File: src/sv/bdut_pkg.sv
package bdut_pkg;

  localparam int TableSize = 1024;
  localparam int SlotW = 10;
  localparam int LenW = 11;
  localparam int ProbeLimit = 50;
  localparam int ProbeW = 6;

  localparam logic [1:0] CMD_SEARCH = 2'd0;
  localparam logic [1:0] CMD_INSERT = 2'd1;
  localparam logic [1:0] CMD_DELETE = 2'd2;

  localparam logic [1:0] MARK_EMPTY = 2'd0;
  localparam logic [1:0] MARK_USED = 2'd1;
  localparam logic [1:0] MARK_TOMB = 2'd2;

  localparam logic [2:0] ST_FOUND = 3'd0;
  localparam logic [2:0] ST_NOT_FOUND = 3'd1;
  localparam logic [2:0] ST_INSERTED = 3'd2;
  localparam logic [2:0] ST_DELETED = 3'd3;
  localparam logic [2:0] ST_FILL = 3'd4;
  localparam logic [2:0] ST_PROBE = 3'd5;

  // Commands from the controller to the datapath.
  typedef struct packed {
    logic load;       // capture the item, key := var_index
    logic hash;       // register the hash of the current key
    logic mod_start;  // begin the modulo
    logic mod_step;   // one restoring step of the modulo
    logic rd;         // read the slot at the computed index
    logic advance;    // key := next key
    logic wr_used;    // write the item into the slot
    logic wr_tomb;    // mark the slot as a tombstone
    logic clr;        // clearing pass write of one mark
    logic count;      // bump the insert counter
  } bdut_cmd_t;

  typedef struct packed {
    logic used;
    logic empty;
    logic key_match;
    logic handle_match;
    logic fill_over;
    logic mod_done;
    logic clr_last;
  } bdut_stat_t;

  // Absolute value of the signed hash sum, with the most negative value saturated.
  function automatic logic [30:0] hash_abs(input logic [31:0] s);
    logic [31:0] n;
    n = 32'd0 - s;
    if (!s[31]) hash_abs = s[30:0];
    else if (s == 32'h8000_0000) hash_abs = 31'h7FFF_FFFF;
    else hash_abs = n[30:0];
  endfunction

endpackage

File: src/sv/bdut_ctrl.sv
module bdut_ctrl import bdut_pkg::*; (
  input  logic             clk,
  input  logic             rst_n,
  input  logic             start,
  output logic             busy,
  input  bdut_stat_t       stat,
  input  logic [1:0]       op,
  output bdut_cmd_t        cmd,
  output logic             done,
  output logic [2:0]       status
);

  localparam logic [2:0] S_CLEAR = 3'd0;
  localparam logic [2:0] S_IDLE  = 3'd1;
  localparam logic [2:0] S_CHECK = 3'd2;
  localparam logic [2:0] S_HASH  = 3'd3;
  localparam logic [2:0] S_MOD   = 3'd4;
  localparam logic [2:0] S_READ  = 3'd5;
  localparam logic [2:0] S_EVAL  = 3'd6;

  logic [2:0] state_r, state_nxt;
  logic [ProbeW-1:0] probe_r, probe_nxt;
  logic last_probe;

  assign last_probe = (probe_r == ProbeW'(ProbeLimit));

  always_comb begin
    state_nxt = state_r;
    probe_nxt = probe_r;
    cmd = '0;
    done = 1'b0;
    status = ST_PROBE;
    busy = (state_r != S_IDLE);
    case (state_r)
      S_CLEAR: begin
        cmd.clr = 1'b1;
        if (stat.clr_last) state_nxt = S_IDLE;
      end
      S_IDLE: begin
        if (start) begin
          cmd.load = 1'b1;
          probe_nxt = '0;
          state_nxt = S_CHECK;
        end
      end
      S_CHECK: begin
        if (op == CMD_INSERT) begin
          cmd.count = 1'b1;
          if (stat.fill_over) begin
            done = 1'b1;
            status = ST_FILL;
            state_nxt = S_IDLE;
          end else state_nxt = S_HASH;
        end else if (op == CMD_SEARCH || op == CMD_DELETE) state_nxt = S_HASH;
        else begin
          done = 1'b1;
          status = ST_NOT_FOUND;
          state_nxt = S_IDLE;
        end
      end
      S_HASH: begin
        cmd.hash = 1'b1;
        cmd.mod_start = 1'b1;
        state_nxt = S_MOD;
      end
      S_MOD: begin
        cmd.mod_step = 1'b1;
        if (stat.mod_done) state_nxt = S_READ;
      end
      S_READ: begin
        cmd.rd = 1'b1;
        state_nxt = S_EVAL;
      end
      S_EVAL: begin
        state_nxt = S_HASH;
        cmd.advance = 1'b1;
        probe_nxt = probe_r + 1'b1;
        if (op == CMD_SEARCH && stat.used && stat.key_match) begin
          done = 1'b1;
          status = ST_FOUND;
        end else if (op == CMD_INSERT && !stat.used) begin
          done = 1'b1;
          status = ST_INSERTED;
          cmd.wr_used = 1'b1;
        end else if (op == CMD_DELETE && stat.used && stat.handle_match) begin
          done = 1'b1;
          status = ST_DELETED;
          cmd.wr_tomb = 1'b1;
        end else if (op != CMD_INSERT && stat.empty) begin
          done = 1'b1;
          status = ST_NOT_FOUND;
        end else if (last_probe) begin
          done = 1'b1;
          status = ST_PROBE;
        end
        if (done) begin
          cmd.advance = 1'b0;
          state_nxt = S_IDLE;
        end
      end
      default: state_nxt = S_IDLE;
    endcase
  end

  always_ff @(posedge clk) begin
    if (!rst_n) begin
      state_r <= S_CLEAR;
      probe_r <= '0;
    end else begin
      state_r <= state_nxt;
      probe_r <= probe_nxt;
    end
  end

endmodule

File: config.mk
export PLATFORM = sky130hd
export DESIGN_NAME = bdut_ctrl
export DESIGN_NICKNAME = d
export VERILOG_FILES = /design/src/sv/bdut_pkg.sv /design/src/sv/bdut_ctrl.sv
export SDC_FILE = /design/constraint.sdc
export NUM_CORES = 1
export LEC_CHECK = 0
export ABC_AREA = 1
export BUFFER_PORTS_ARGS = -buffer_cell sky130_fd_sc_hd__buf_2
export CAP_MARGIN = 20
export CORE_UTILIZATION = 46
export CTS_CLUSTER_DIAMETER = 80
export CTS_CLUSTER_SIZE = 8
export DETAILED_ROUTE_END_ITERATION = 7
export PLACE_DENSITY = 0.79
export RECOVER_POWER = 100
export REMOVE_ABC_BUFFERS = 1
export SKIP_LAST_GASP = 1
export SLEW_MARGIN = 40
export SYNTH_ARGS = -nofsm -noshare
export SYNTH_HDL_FRONTEND = slang
export SYNTH_SLANG_ARGS = --single-unit
File: constraint.sdc
create_clock -name clk -period 1.41 [get_ports clk]
set_input_delay 0.282 -clock clk [delete_from_list [all_inputs] [get_ports clk]]
set_output_delay 0.282 -clock clk [all_outputs]
set_load 0.1 [all_outputs]
==> results of run 1 <==
kinds of logic after synthesis:
| family | after synthesis | share of synthesized area |
|---|---|---|
| buf+inv | 19 | 0.1186 |
| fa+ha+maj | 2 | 0.03823 |
| xor+xnor | 1 | 0.01339 |
| compound gates | 18 | 0.1740 |
| flops | 9 | 0.2753 |
| simple gates | 55 | 0.3805 |
per-stage QoR:
stage | TNS [ps] | setup slack [ps] | instances | utilization | hold slack (ps)
after floorplan | -20280 | -3432 | 103 | - | 420.4
after global placement | -418.8 | -108.3 | 163 | 0.8832 | 492.8
after detailed placement | -935.6 | -204.5 | 163 | 0.8832 | 523.5
==> flow_summary.json, run 1 <==
{
  "syn_area_per_cell_um2": 6.292,
  "place_area_um2": 1164,
  "cts-resized-gates": 45,
  "clock-root-buffer": "clkbuf_4",
  "synth.distinct_cells": 25,
  "dp_hpwl_mm": 1.617,
  "clk_path_buf_depth": 2,
  "synth_edf_count": 0,
  "die_x_um": 39.72,
  "ys_seq_area_frac": 0.2753,
  "cts-buffers-inserted": 3,
  "syn_inst": 104,
  "initial_utilization": 0.4967,
  "yosysTopAreaCellShare": 0.2753,
  "clock-sinks": 9,
  "ios": 27,
  "die_h_um": 39.72,
  "synth_warnings": 0,
  "synth_area_um2": 654.4,
  "rows": 13,
  "yosysMostFrequentCell": "nand2_1",
  "ys_top_cells_by_area": "dfxtp_1 (28%), nand2_1 (11%), nor2_1 (10%), inv_1 (9.2%), nand3_1 (6.1%)",
  "haltStage": "4_1_cts",
  "port_buffers": 26,
  "ys_async_sr_fraction": 0,
  "h-tree-depth": 1,
  "hold_buffers": 0,
  "outcome": "aborted with a tool error",
  "synth-seq-cells": 9,
  "synth_top_area_cell": "dfxtp_1",
  "synthTopCellsByCount": "nand2_1 (19), nor2_1 (18), inv_1 (16), dfxtp_1 (9), nand3_1 (8)",
  "stop_error": "[ERROR DPL-0038] Utilization greater than 100%, impossible to legalize",
  "cts_setup_buffers": 6,
  "gp_congestion": 0.8692,
  "synth_top_flop_cell": "dfxtp_1"
}
==> run 2, diff against run 1 <==
- CORE_AREA: default -> 2 2 63 65
- CORE_UTILIZATION: 46 -> default
- CTS_CLUSTER_DIAMETER: 80 -> default
- CTS_CLUSTER_SIZE: 8 -> default
- DIE_AREA: default -> 0 0 65 67
- PLACE_DENSITY: 0.79 -> default
- PLACE_DENSITY_LB_ADDON: default -> 0.15
==> flow_summary.json, run 2 <==
{
  "dp_hpwl_mm": 1.670,
  "grt_usage": 0.1045,
  "cp-end-kind": "output pin",
  "num_antenna_cells": 0,
  "largestRegisters": "probe_r (6), state_r (3)",
  "path_class": "register to output pin",
  "r2r_start": "state_r[1]",
  "cp_slowest_stage_delay_ps": 360,
  "rows": 22,
  "p_leak_nw": 0.6182,
  "timing.rr.end": "probe_r[5]",
  "die_h_um": 67,
  "crit_arrival_ps": 1290,
  "outcome": "complete, but fails checks",
  "synthTopCellsByCount": "nand2_1 (19), nor2_1 (18), inv_1 (16), dfxtp_1 (9), nand3_1 (8)",
  "synth_warnings": 0,
  "yosysMostFrequentCell": "nand2_1",
  "layout.cells.non_filler": 204,
  "syn_area_per_cell_um2": 6.292,
  "setup_ws_ps": -165.6,
  "gp_congestion": 0.7777,
  "cts-buffers-inserted": 3,
  "top_register": "probe_r",
  "setup.worst_path.end": "status[2]",
  "synth_top_flop_cell": "dfxtp_1",
  "fin_crit_ps": 1576,
  "synth-seq-cells": 9,
  "slowest_stage": "dfxtp_4",
  "largest_reg_flops": 6,
  "dp_cells": 196,
  "drv_cap": 0,
  "overflow": 0,
  "clk_path_buf_depth": 2,
  "final_cell_mix": "buf_4 (19), nand2_1 (17), buf_12 (15)",
  "fin_tns_setup_ps": -1572,
  "port_buffers": 26,
  "reg2reg_depth": 8,
  "hold_class": "primary input to register",
  "fmax_ghz": 0.6347,
  "synth_area_um2": 654.4,
  "crit_chain": "nand2_2 -> nor2_4 -> inv_4 -> nor2_4 -> a31oi_2 -> buf_12",
  "drive_gt1_frac": 0.5705,
  "power_density_nw_per_um2": 772.5,
  "rsz0062_at_grt": "yes",
  "r2r_slack_ps": -20,
  "setup_violations": 15,
  "slew_headroom": 0.8146,
  "final_util": 0.3900,
  "cp-start-kind": "register",
  "skew_ps": 2.084,
  "critPathLaunch": "state_r[1]",
  "crit_fanout": 5,
  "ys_seq_area_frac": 0.2753,
  "wirelength_mm": 2.036,
  "vias_per_cell": 4.108,
  "layout_commonest_cell": "buf_4",
  "hold_viol_final": 0,
  "synth_top_area_cell": "dfxtp_1",
  "die_area_um2": 4355,
  "clk_latency_ps": 230,
  "vdd.ir_drop.worst_v": 0.0003886,
  "ios": 27,
  "initial_utilization": 0.1815,
  "clk_pin_slew_worst_paths_ps": 50,
  "postRouteAntennaNets": 0,
  "core_um2": 3606,
  "cts_tree": "done",
  "violations": "setup timing",
  "antenna_found_initial": 0,
  "fin_crit_sh": 1.117,
  "dr_total_vias": 838,
  "grt_pass1_vias": 865,
  "nets": 171,
  "ys_async_sr_fraction": 0,
  "synth_edf_count": 0,
  "dr.pass1.iters": 4,
  "slew_viol_final": 0,
  "cpMostUsedCell": "nor2_4",
  "die_x_um": 65,
  "clock-root-buffer": "clkbuf_8",
  "drc_errors": 0,
  "clock-sinks": 9,
  "tightest_slew_ps": 277.8,
  "synth.distinct_cells": 25,
  "grt_pass1_wl_mm": 3.608,
  "yosysTopAreaCellShare": 0.2753,
  "grt_max_degree": 9,
  "worstPathRequired_ps": 1130,
  "syn_inst": 104,
  "area_growth_pct": 114.9,
  "post_drt_wl_per_cell_um": 9.980,
  "drt_iter0_drc": 7,
  "h-tree-depth": 1,
  "ys_top_cells_by_area": "dfxtp_1 (28%), nand2_1 (11%), nor2_1 (10%), inv_1 (9.2%), nand3_1 (6.1%)"
}
## run 2: cell counts after synthesis
No cell type changed its count.
## run 2: worst min-delay path by stage
stage | startpoint | endpoint | slack, ps | depth (start not counted)
finish | rst_n | probe_r[0] | 310 | 3
global route | rst_n | probe_r[0] | 370 | 3
CTS | rst_n | probe_r[0] | 310 | 3
detailed placement | probe_r[4] | probe_r[4] | 510 | 1
global placement | probe_r[4] | probe_r[4] | 500 | 1
floorplan | rst_n | probe_r[0] | 420 | 2
## run 2: logic make-up after synthesis
kind of cell / share of synthesized area
AO/OA/AOI/OAI: 0.1740
flip-flops: 0.2753
buffers and inverters: 0.1186
AND/OR/NAND/NOR: 0.3805
XOR/XNOR: 0.01339
adder cells (fa/ha/maj): 0.03823
## run 2: timing repair
item | CTS | global route
gates cloned | 0 | 0
hold buffers | 0 | 0
buffers inserted | 4 | 0
pin swaps | 4 | 1
resized for setup | 28 | 13
setup endpoints to repair | 15 | 20
## run 2: report_power, final
group | internal [mW] | leakage, nW | switching (mW)
logic | 0.192 | 0.517 | 0.317
registers | 0.268 | 0.0757 | 0.0152
clock network | 0.193 | 0.0255 | 0.102
total | 0.652 | 0.618 | 0.434
## run 2: per-stage QoR
stage	instance area, µm²	power (mW)	setup slack, ps	hold WS, ps
after detailed placement	1205	0.7435	-175.3	510.9
final	1406	1.086	-165.6	312.2
after global routing	1406	1.141	-224.5	367.2
after CTS	1364	1.072	-153.7	308.4
after floorplan	646.9	0.5530	-3432	420.4
after global placement	1205	0.7427	-142.6	503.4
## run 2: per-layer routing
metal  global-route usage  wire [µm]  up-vias
li1                     -          -      441
met1               0.1153        878      371
met2               0.2062       1041       22
met3              0.01182         97        4
met4              0.03191         18        0
met5                    0          0        -
## run 2: cell type report
class / count / area (µm²)
clock inverter: 1 / 5.005
fill: 382 / 2200
inverter: 18 / 70.07
sequential: 9 / 191.4
clock buffer: 3 / 41.29
timing repair buffer: 49 / 543.0
multi-input combinational: 76 / 495.5
tap: 48 / 60.06
## run 2: worst max-delay path, delay by kind of cell, from the launching register on
| family | cells | cell delay, ps |
|---|---|---|
| buf+inv | 2 | 320 |
| simple gates | 3 | 180 |
| compound gates | 1 | 190 |
| flops | 1 | 360 |
Note: power is estimated with default switching activity, not from simulation.
